==> src/sv/fph_pkg.sv <==
`timescale 1ns / 1ps
// fph_pkg: shared constants, types and register codes of the five-point heat stencil
// no dependencies; imported by fph_lines, fph_cell, five_point_heat_stencil and tb_five_point_heat_stencil

package fph_pkg;

  localparam int MaxWidth      = 1024;
  localparam int PointBits     = 32;
  localparam int HeightLimit   = 4096;
  localparam int LineDepth     = MaxWidth + 2;
  localparam int ColBits       = $clog2(LineDepth);
  localparam int RowBits       = $clog2(HeightLimit + 2);
  localparam int WidthRegBits  = 11;
  localparam int HeightRegBits = 13;
  localparam int CfgDataBits   = 13;
  localparam int HeatBits      = 48;
  localparam int SumBits       = PointBits + 2;
  localparam int NumCells      = 2;

  localparam logic [WidthRegBits-1:0]  WidthReset  = WidthRegBits'(64);
  localparam logic [HeightRegBits-1:0] HeightReset = HeightRegBits'(64);

  localparam logic signed [HeatBits-1:0] HeatMax = {1'b0, {(HeatBits-1){1'b1}}};
  localparam logic signed [HeatBits-1:0] HeatMin = {1'b1, {(HeatBits-1){1'b0}}};

  typedef enum logic [0:0] {
    RegBlockWidth  = 1'b0,
    RegBlockHeight = 1'b1
  } cfg_reg_e;

  typedef logic signed [PointBits-1:0] point_t;

  // one grid column of the window: previous-previous row, previous row, current row
  typedef struct packed {
    point_t up;
    point_t mid;
    point_t low;
  } column_t;

  typedef struct packed {
    logic frame_start;
    logic last;
    logic emit;
  } item_ctl_t;

endpackage

==> src/sv/fph_cell.sv <==
`timescale 1ns / 1ps
// fph_cell: one column cell of the sliding stencil window
// depends on fph_pkg

module fph_cell (
  input  logic             clk_i,
  input  logic             shift_i,
  input  fph_pkg::column_t col_i,
  output fph_pkg::column_t col_o
);
  import fph_pkg::*;

  column_t col_q;

  // take the neighbor's column whenever an item moves through the window
  always_ff @(posedge clk_i) begin
    if (shift_i) begin
      col_q <= col_i;
    end
  end

  assign col_o = col_q;

endmodule

==> config.mk <==
export PLATFORM = sky130hd
export DESIGN_NAME = fph_cell
export DESIGN_NICKNAME = d
export VERILOG_FILES = /design/src/sv/fph_pkg.sv /design/src/sv/fph_cell.sv
export SDC_FILE = /design/constraint.sdc
export NUM_CORES = 1
export LEC_CHECK = 0
export BUFFER_PORTS_ARGS = -buffer_cell sky130_fd_sc_hd__buf_2
export CAP_MARGIN = 40
export CORE_UTILIZATION = 41
export CTS_CLUSTER_SIZE = 24
export DETAILED_ROUTE_END_ITERATION = 7
export PLACE_DENSITY = 0.87
export SLEW_MARGIN = 5
export SYNTH_ARGS = -nofsm -noshare
export SYNTH_HDL_FRONTEND = slang
export SYNTH_SLANG_ARGS = --single-unit
export TNS_END_PERCENT = 30
==> constraint.sdc <==
create_clock -name clk_i -period 0.8 [get_ports clk_i]
set_clock_uncertainty 0.15 [all_clocks]
set_input_delay 0 -clock clk_i [delete_from_list [all_inputs] [get_ports clk_i]]
set_output_delay 0 -clock clk_i [all_outputs]
set_load 0.02 [all_outputs]
==> results.md, run 1 <==
- Setup violations remaining at the end of the flow were counted as 96.
- The max-slew violation count is 0.
- The die covers 7370 um^2.
- STA classifies the critical path endpoint as an output port.
- The area inside the core boundary is 6790 um^2.
- Across the run, the number of max-cap violations was 0.
- The slew at the pin closest to its max-slew limit is 0.264 ns.
- After synthesis the netlist holds a flip-flop and latch count of 96.
- The detailed router finished its first iteration with 135 violations.
- The register area share after synthesis is 100%.
- Counting every net in the synthesized netlist gives 194.
- The routed design uses 576 um of met3 wire.
- The total via count after detailed routing is 2,186.
- The global-route usage over all layers is 21.6%.
- The start-to-end type of the worst setup path is reg -> out.
- After layout, the worst setup slack is -0.295 ns.
- The number of buffers inserted by post-CTS setup repair is 0.
- In this run the count of I/O pins placed on the die edge is 194.
- Cells fill 79.4% of the core in the end.
- Grouping stages by cell kind, the critical path spends the most delay in flip-flops.
- The number of clock buffers inserted by TritonCTS is 9.
- IR analysis of the VDD net gives a maximum drop of 1.21 mV.
- In this run, placement finished with an instance count of 387.
- The XOR/XNOR share of the synthesized area is 0%.
- The maximum root-to-sink buffer count is 2.
- After detailed routing, the total wire length is 8440 um.
- Along the worst hold path, the cell count comes to 2.
- STA puts the critical path data required time at 0.65 ns.
- After Yosys synthesis, full adders, half adders and majority gates account for 0% of the synthesized area.
- In this run the top signal layer used is met4.
- For this design the static power due to leakage is 2.30 nW.
- The storage element area is 2880 um^2.
- The flip-flop count of the largest register after layout is 96.
- The mapped netlist covers 2880 um^2.
- The area growth from synthesis to layout is 87.0%.
- The kind of start point of the critical path is a flip-flop.
- The number of buffers and inverters on the critical path is 1.
- The flow ran to the end, but the final reports show violations.
- The final-stage net count is 496.
- The met2 wirelength from detailed routing is 4720 um.
- The cell count after synthesis came out at 96.
- The cell sitting at the root of the clock tree is a sky130_fd_sc_hd__clkbuf_8.
- Of the cells placed in the final design, the portion with a size suffix greater than 1 is 52.1%.
- The path with the worst hold slack has its endpoint at col_o[46].
- The synthesized netlist devotes 0% of its cell area to simple gates.
- Once detail routing completed, the nets flagged for antenna violations numbered 0.
- Ranked by total cell area, the synthesized netlist is headed by sky130_fd_sc_hd__edfxtp_1 (100%).
- The design draws 0.0112 W.
- Once the floorplan was initialized, standard cells occupied 42.4% of the core.
- Of the post-synthesis cell area, the part taken by muxes is 0%.
- The CTS tree is done.
- Averaged over all synthesized cells, the footprint is 30.0 um^2.
- The clock tree synthesis step divided the H-tree into 3 levels.
- The number of hold violations in the final report is 0.
- In this run the tightest slew margin relative to its limit is 82.4%.
- The maximum number of pins on one net before global-route repair is 50.
- The final global-route overflow total is 0.
- The cell taking the most area after synthesis is sky130_fd_sc_hd__edfxtp_1.
- From left edge to right edge, the die measures 85.9 um.
- The peak fanout along the critical path is 1.
- The via count of the first global-routing pass is 2,281.
- Summing the areas of all compound-gate instances in the mapped netlist gives 0% of the synthesized area.
- The count of cells in the finished layout, fillers not included, comes to 500.
- The number of antenna violations at the first check in global routing came to 1.
- After filler insertion, the fill cell instance count of the layout stands at 350.
- The number of distinct library cells after synthesis is 1.
- The residual DRC count is 0.
- The yosys synthesis warning count is 0.
- The checks that failed: negative setup slack.
- After clock tree synthesis, the clock-pin slew on the worst setup and hold paths is 0.09 ns.
- The floorplan step set the die height to 85.9 um.
- Timing would allow up to 913 MHz.
- The multi-input combinational cell count is 0.
- The final critical path time including I/O delays and setup is 1.10 ns.
- Traced cell by cell, the critical path runs through buf_6.
- Data on the critical path arrives at its endpoint at 0.95 ns.
- The post-route clock period utilization is 137%.
- The final RePlAce weighted congestion is 0.657.
- The multi-input combinational cells in the finished layout cover a total of 0 um^2.
- The first-pass iteration count of the detailed router is 4.
- The initialized floorplan defines 30 standard-cell rows.
- The slowest stage of the critical path is the sky130_fd_sc_hd__edfxtp_1 cell.
- Input and output buffers added on the ports amount to 193.
- The first global-routing pass estimated 11,300 um of wire.
- The path class of the lowest-slack min-delay path is in -> reg.
- In the final routing, the length of wire on met1 measures 2940 um.
- Setup repair after global routing could not meet its margin everywhere.
- The sum of negative setup slack is -22.95 ns.
- In this run the biggest area consumer among cell types represents 100% of the synthesized area.
- For this design the ratio of total power to cell area is 2090 nW/um^2.
- The startpoint of the tightest hold check path is shift_i.
- The sink count of the clock tree is 96.
- The wire length per cell is 16.9 um.
- Dividing the detail-routed via count by the number of cells gives 4.37.
- The delay of the slowest critical-path stage is 0.44 ns.
-- final cells by class --
type,instances,area share [%]
repair buffers,291,40.4
flip-flops and latches,96,53.5
well taps,96,2.23
diodes,1,0.0464
clock buffers,9,2.30
clock inverters,7,1.60
-- power by group --
| part | switching, W | internal, W | total (W) |
|---|---|---|---|
| Combinational | 0.000900 | 0.000892 | 0.00179 |
| Sequential | 0.000147 | 0.00597 | 0.00612 |
| Clock | 0.00160 | 0.00173 | 0.00333 |
| Total | 0.00265 | 0.00860 | 0.0112 |
-- placed cells by master (no fill, tap or decap) --
master / Yosys / routed
sky130_fd_sc_hd__clkinv_1: 0 / 1
sky130_fd_sc_hd__dlygate4sd3_1: 0 / 96
sky130_fd_sc_hd__buf_2: 0 / 159
sky130_fd_sc_hd__diode_2: 0 / 1
sky130_fd_sc_hd__clkbuf_8: 0 / 9
sky130_fd_sc_hd__clkinvlp_4: 0 / 1
sky130_fd_sc_hd__edfxtp_1: 96 / 96
sky130_fd_sc_hd__buf_4: 0 / 1
sky130_fd_sc_hd__bufinv_16: 0 / 2
sky130_fd_sc_hd__buf_12: 0 / 2
sky130_fd_sc_hd__clkinv_2: 0 / 3
sky130_fd_sc_hd__buf_6: 0 / 33
-- synth_stat cells --
cell type                  number
sky130_fd_sc_hd__edfxtp_1      96
-- logic make-up (layout without fill, tap and decap cells) --
| logic type | Yosys count | after routing |
|---|---|---|
| buffers and inverters | 0 | 307 |
| DFF | 96 | 96 |
| other | 0 | 1 |
-- metrics by stage --
stage	hold WS, ns	cell area [um^2]	setup slack (ns)
6_report	0.00347	5390	-0.295
2_1_floorplan	-0.0511	2880	0.201
3_3_place_gp	0.0259	4010	-0.0469
5_1_grt	0.00600	5390	-0.326
4_1_cts	-0.000494	5270	-0.283
3_5_place_dp	0.0281	4010	-0.0642
-- metal layers --
metal  vias up  global-route usage (%)
li1        993                       -
met1      1049                    21.9
met2       128                    40.5
met3        16                    6.35
met4         0                    9.85
met5         -                       0
-- repair_timing --
item	CTS	global route
endpoints found under the hold margin	101	0
hold buffers	96	0
endpoints found under the setup margin	96	96
resized for setup	28	38
-- worst max path at each step --
stage | start | end | depth (start not counted)
global route | col_o[69] | col_o[69] | 1
floorplan | col_o[0] | col_o[0] | 0
finish | col_o[69] | col_o[69] | 1
CTS | col_o[34] | col_o[34] | 1
global placement | shift_i | col_o[14] | 2
detailed placement | shift_i | col_o[93] | 2
Power figures use the tool's default switching activity.
==> run 2: changes to the inputs <==
clock period = 1.1 ns   (was 0.8 ns; I/O delays follow)
==> results.md, run 2 (synthesis gave the netlist of run 1 again) <==
- The CTS tree is done.
- The number of setup buffers added after CTS is 0.
- The count of H-tree levels built during CTS is 3.
- The first-pass GRT wire length is 11,900 um.
- The number of hold violations in the final report is 0.
- Relative to the synthesized area, the layout overhead comes to 81.1%.
- Wires add up to 8150 um.
- The area of the die is 7370 um^2.
- For this run, the post-layout net count is 497.
- For this run, the number of standard cells in the final layout without fillers is 500.
- The run finished with clean final reports.
- Across the VDD grid, the largest voltage drop is 1.11 mV.
- The signal on the critical path passes through buf_6.
- 0 cells are multi-input combinational gates.
- Along the worst path, the maximum fanout reaches 1.
- Measured against its own limit, the worst slew margin works out to 82.7%.
- The final antenna-violating net count is 0.
- For this run the aggregate overflow at the end of global routing stands at 0.
- Cells fill 76.9% of the core in the end.
- The critical path capture point type is an output port.
- Clock-pin slew was measured on the worst setup and hold paths at 0.09 ns.
- In this run the cell area measured after placement is 4010 um^2.
- The slew at the pin closest to its max-slew limit is 0.259 ns.
- The number of antenna violations at the first check in global routing came to 0.
- The detailed router finished its first iteration with 87 violations.
- The row count is 30.
- In this run the tool buffered the top-level ports with 193 buffer cells.
- Entering global routing, the biggest net connects 49 pins.
- STA puts the critical path data arrival time at 0.93 ns.
- The via-per-instance ratio is 4.46.
- The number of buffers and inverters on the critical path is 1.
- The diode insertion count for antenna repair is 0.
- The number of maximum-capacitance violations is 0.
- The dominant delay contributor by cell family on the critical path is flip-flops.
- The register with the most flip-flops in the layout has 96 of them.
- The die height is 85.9 um.
- The max-slew violation count was 0.
- The share of post-route cells with drive strength above 1 is 51.7%.
- The via count of the first global-routing pass is 2,378.
- Counting along the longest clock path gives a buffer depth of 2.
- Power spread over the standard cell area amounts to 1540 nW/um^2.
- 194 I/O pins were placed.
- The area of all placed cells without fillers is 5220 um^2.
- Setup violations remaining at the end of the flow were counted as 0.
- The global-route usage over all layers is 22.7%.
- The combined area of the multi-input logic cells is 0 um^2.
- The worst setup path is launched from a flip-flop.
- The initial standard-cell utilization of the core is 42.4%.
- The final critical path time including I/O delays and setup is 1.08 ns.
- The chip width is 85.9 um.
- The delay of the slowest critical-path stage is 0.43 ns.
- The cell total after placement is 387.
- The fill cell total of the finished layout is 375.
- Power comes to 0.00804 W.
- The first detailed-routing pass took 4 iterations.
- In this run, CTS created clock tree buffers numbering 9.
- For this design, the slowest cell found on the critical path is sky130_fd_sc_hd__edfxtp_1.
- The CTS root buffer is sky130_fd_sc_hd__clkbuf_8.
- The post-route clock period utilization is 98.0%.
- The data required time of the worst path is 0.95 ns.
- In this run the static leakage power is 2.23 nW.
- In the layout the commonest cells are sky130_fd_sc_hd__buf_2 (187), sky130_fd_sc_hd__dlygate4sd3_1 (97), sky130_fd_sc_hd__edfxtp_1 (96).
- The routed layout has 2,228 vias.
- The final RePlAce weighted congestion is 0.648.
- The core region is 6790 um^2.
- After detailed routing, the average wire length per cell comes to 16.3 um.
- The residual DRC count is 0.
- Setup repair after global routing could not meet its margin everywhere.
- The tightest min-delay check is of the in -> reg type.
- The minimum hold slack is 0.212 ns.
- The sink count of the clock tree is 96.
- The commonest non-fill, non-tap cell in the layout is sky130_fd_sc_hd__buf_2.
- The critical path in this run is classified as reg -> out.
- The fmax is 927 MHz.
==> run 2: changes by cell type in the layout (fill, tap and decap cells not counted), sizes merged <==
cell | before | now
diode | 1 | 0
clkinv | 4 | 2
dlygate4sd3 | 96 | 97
clkinvlp | 1 | 2
clkbuf | 9 | 10
==> run 2: per-stage QoR <==
stage	setup TNS [ns]	setup WS, ns
global route	-0.0310	-0.00954
global placement	0	0.254
CTS	0	0.00363
floorplan	0	0.501
finish	0	0.0218
detailed placement	0	0.247
==> run 2: cell type report <==
class                   count  area [um^2]  share of cell area [%]
repair buffers            292         2010                    38.4
flip-flops and latches     96         2880                    55.2
clock buffers              10          128                    2.44
clock inverters             6         83.8                    1.61
well taps                  96          120                    2.30
==> run 2: worst paths after layout <==
check,start,endpoint,depth (start not counted)
min,col_i[50],col_o[50],2
max,col_o[0],col_o[0],1
==> run 2: repair_timing <==
action / in CTS / in global routing
endpoints found under the hold margin: 97 / 0
setup endpoints to repair: 0 / 6
hold buffers: 97 / 0
gates resized for setup: 0 / 10
==> run 2: layer usage <==
layer  vias up  GRT usage (%)  routed length, um
met1      1062           22.1               2730
met2       145           43.9               4620
met3        25           6.26                582
met5         -              0                  0
met4         0           10.8                221
li1        996              -                  -
==> run 2: power breakdown <==
group / switching, W / internal, W / leakage, nW
combinational: 0.000652 / 0.000557 / 1.19
sequential: 0.0000840 / 0.00434 / 0.940
clock: 0.00113 / 0.00127 / 0.0999
==> run 3: changes to the inputs <==
==> constraint.sdc (replaced) <==
create_clock -name clk_i -period 1.1 [get_ports clk_i]
set_clock_uncertainty 0.15 [all_clocks]
set_input_delay 0.165 -clock clk_i [delete_from_list [all_inputs] [get_ports clk_i]]
set_output_delay 0.165 -clock clk_i [all_outputs]
set_load 0.02 [all_outputs]
==> results.md, run 3 (synthesis gave the netlist of run 1 again) <==
- Among cell families on the critical path, the largest total delay comes from flip-flops.
- Headroom to the max-slew limit came out at 82.9%.
- After the last flow step, the layout net total stands at 496.
- The minimum hold slack is 0.178 ns.
- Following the worst setup path forward leads to its endpoint at col_o[0].
- TritonCTS built the clock tree.
- The global-route met3 utilization is 7.60%.
- The first global-routing pass estimated 11,700 um of wire.
- The area added between synthesis and finish is 86.5%.
- The delay of the slowest critical-path stage is 0.43 ns.
- The number of maximum-capacitance violations is 0.
- The pre-antenna-repair detailed-routing pass consisted of 4 iterations.
- Once detail routing completed, the nets flagged for antenna violations numbered 0.
- The area inside the core boundary is 6790 um^2.
- The library cells used most frequently in the layout, excluding fill and tap cells, are sky130_fd_sc_hd__buf_2 (165), sky130_fd_sc_hd__edfxtp_1 (96), sky130_fd_sc_hd__dlygate4sd3_1 (96).
- The maximum number of pins on one net before global-route repair is 49.
- The combinational group share of total power is 15.3%.
- The worst path in the final design needs a cycle of 1.25 ns, including I/O delays and setup.
- Internal power comes to 0.00648 W.
- The count of H-tree levels built during CTS is 3.
- The net load switching power is 0.00189 W.
- The number of failing setup endpoints in the final timing report is 96.
- The flow ran to the end, but the final reports show violations.
- Buffers inserted during clock tree synthesis total 9.
- The chip width is 85.9 um.
- The power density over the cells is 1560 nW/um^2.
- STA puts the critical path data arrival time at 0.93 ns.
- STA classifies the critical path startpoint as a flip-flop.
- The maximum resistive drop on vdd is 1.02 mV.
- The post-route netlist has 51.9% of its cells at a drive strength greater than 1.
- The residual DRC count is 0.
- The post-route worst setup slack is -0.150 ns.
- The final global-route overflow total is 0.
- The slew at the pin closest to its max-slew limit is 0.256 ns.
- In this run the vertical extent of the chip is 85.9 um.
- The tree is rooted in a sky130_fd_sc_hd__clkbuf_8.
- Counting along the longest clock path gives a buffer depth of 2.
- By startpoint and endpoint, the worst setup path is classified as reg -> out.
- The final reports fail on negative setup slack.
- The busiest layer in global routing is met2.
- The worst slack after detailed placement is 0.0784 ns.
- The slowest stage of the critical path belongs to the cell sky130_fd_sc_hd__edfxtp_1.
- Buffers placed on the I/O ports in this run total 193.
- STA classifies the critical path endpoint as an output port.
- The first routing iteration left 78 violations.
- The fraction of power consumed by the clock network is 31.6%.
- After detailed routing, the total wire length is 8260 um.
- The met1 usage is 21.4%.
- The signal on the critical path passes through buf_6.
- In the final layout, the multi-input gates occupy 0 um^2.
- The number of hold violations in the final report is 0.
- In the final timing run, aggregate negative setup slack is -9.25 ns.
- Together, buffers and inverters on the worst path number 1.
- In the routed layout, each cell is associated on average with a via count of 4.36.
- The fraction of power spent switching nets is 22.6%.
- Leaving out fill and tap cells, the most frequent cell in the layout is sky130_fd_sc_hd__buf_2.
- The global-route usage over all layers is 22.1%.
- Setup repair after global routing could not meet its margin everywhere.
- The global-route track usage on met2 is 42.8%.
- After detailed placement, the design holds a cell count of 387.
- In this run the count of I/O pins placed on the die edge is 194.
- In this run the worst path has a maximum fanout of 1.
- In the layout the tool counted multi-input logic cells amounting to 0.
- The via count of the first global-routing pass is 2,404.
- The layout has 346 filler cells.
- The number of cells on the critical path is 1.
- The total via count after detailed routing is 2,176.
- Derived from the worst setup path, the maximum achievable clock frequency is 800 MHz.
- The floorplan step defined a die boundary enclosing 7370 um^2.
- The number of antenna violations at the first check in global routing is 0.
- For the worst setup path, the data required time is 0.78 ns.
- For this configuration, the core starts out at a cell density of 42.4%.
- The path class of the lowest-slack min-delay path is in -> reg.
- The initialized floorplan defines 30 standard-cell rows.
- Of the total power, registers draw 53.1%.
- The max-slew violation count is 0.
- The sink count of the clock tree is 96.
- The flip-flop count of the largest register after layout is 96.
- The post-route clock period utilization is 114%.
- The finished layout holds 499 standard cells, fillers aside.
- The beginning of the critical path is col_o[0].
- The final RePlAce weighted congestion is 0.648.
- In the final routed layout, each cell accounts on average for 16.6 um.
- The number of antenna diodes in the final layout is 0.
- The clock transition at the register clock pins on the worst setup and hold paths after CTS is 0.09 ns.
- For this design the static power due to leakage is 2.29 nW.
[run 3: cell types whose count changed in the layout (fill, tap and decap cells not counted), sizes merged]
cell,before,now
clkinvlp,2,0
dlygate4sd3,97,96
bufinv,2,3
clkinv,2,3
[run 3: power by group through the flow]
stage	logic [W]	registers, W	clock network (W)
3_5_place_dp	0.000894	0.00449	0
3_3_place_gp	0.000874	0.00448	0
2_1_floorplan	0	0.00488	0
4_1_cts	0.00119	0.00442	0.00268
6_report	0.00128	0.00444	0.00264
5_1_grt	0.00134	0.00447	0.00282
[run 3: how the worst min path moves through the flow]
stage | endpoint | cells past startpoint | slack, ns | start
after floorplan | col_o[0] | 0 | 0.11 | col_i[0]
after global placement | col_o[49] | 1 | 0.19 | col_i[49]
after detailed placement | col_o[30] | 1 | 0.19 | col_i[30]
after CTS | col_o[75] | 2 | 0.16 | shift_i
after global routing | col_o[75] | 2 | 0.17 | shift_i
final | col_o[46] | 2 | 0.18 | shift_i
[run 3: what timing repair did]
action | in CTS | in global routing
endpoints found under the setup margin | 96 | 96
gates cloned | 0 | 0
buffers inserted | 0 | 0
gates resized for setup | 18 | 36
endpoints found under the hold margin | 96 | 0
hold buffers | 96 | 0
[run 3: final cells by class]
class                 count  area (um^2)  area share [%]
clock buffer             10          128            2.37
timing repair buffer    291         2140            39.8
tap                      96          120            2.23
clock inverter            6          108            2.00
sequential               96         2880            53.6
[run 3: through the flow]
stage	total power, W	area, um^2	utilization, %
floorplan	0.00488	2880	-
global placement	0.00535	4010	59.0
detailed placement	0.00539	4010	59.0
CTS	0.00829	5260	77.5
global route	0.00863	5380	79.1
finish	0.00836	5380	79.1
[run 3: routing by layer]
metal	share of wire, %	vias to the layer above
li1	-	993
met1	33	1038
met2	58	131
met3	7.7	14
met4	1.7	0
met5	0	-
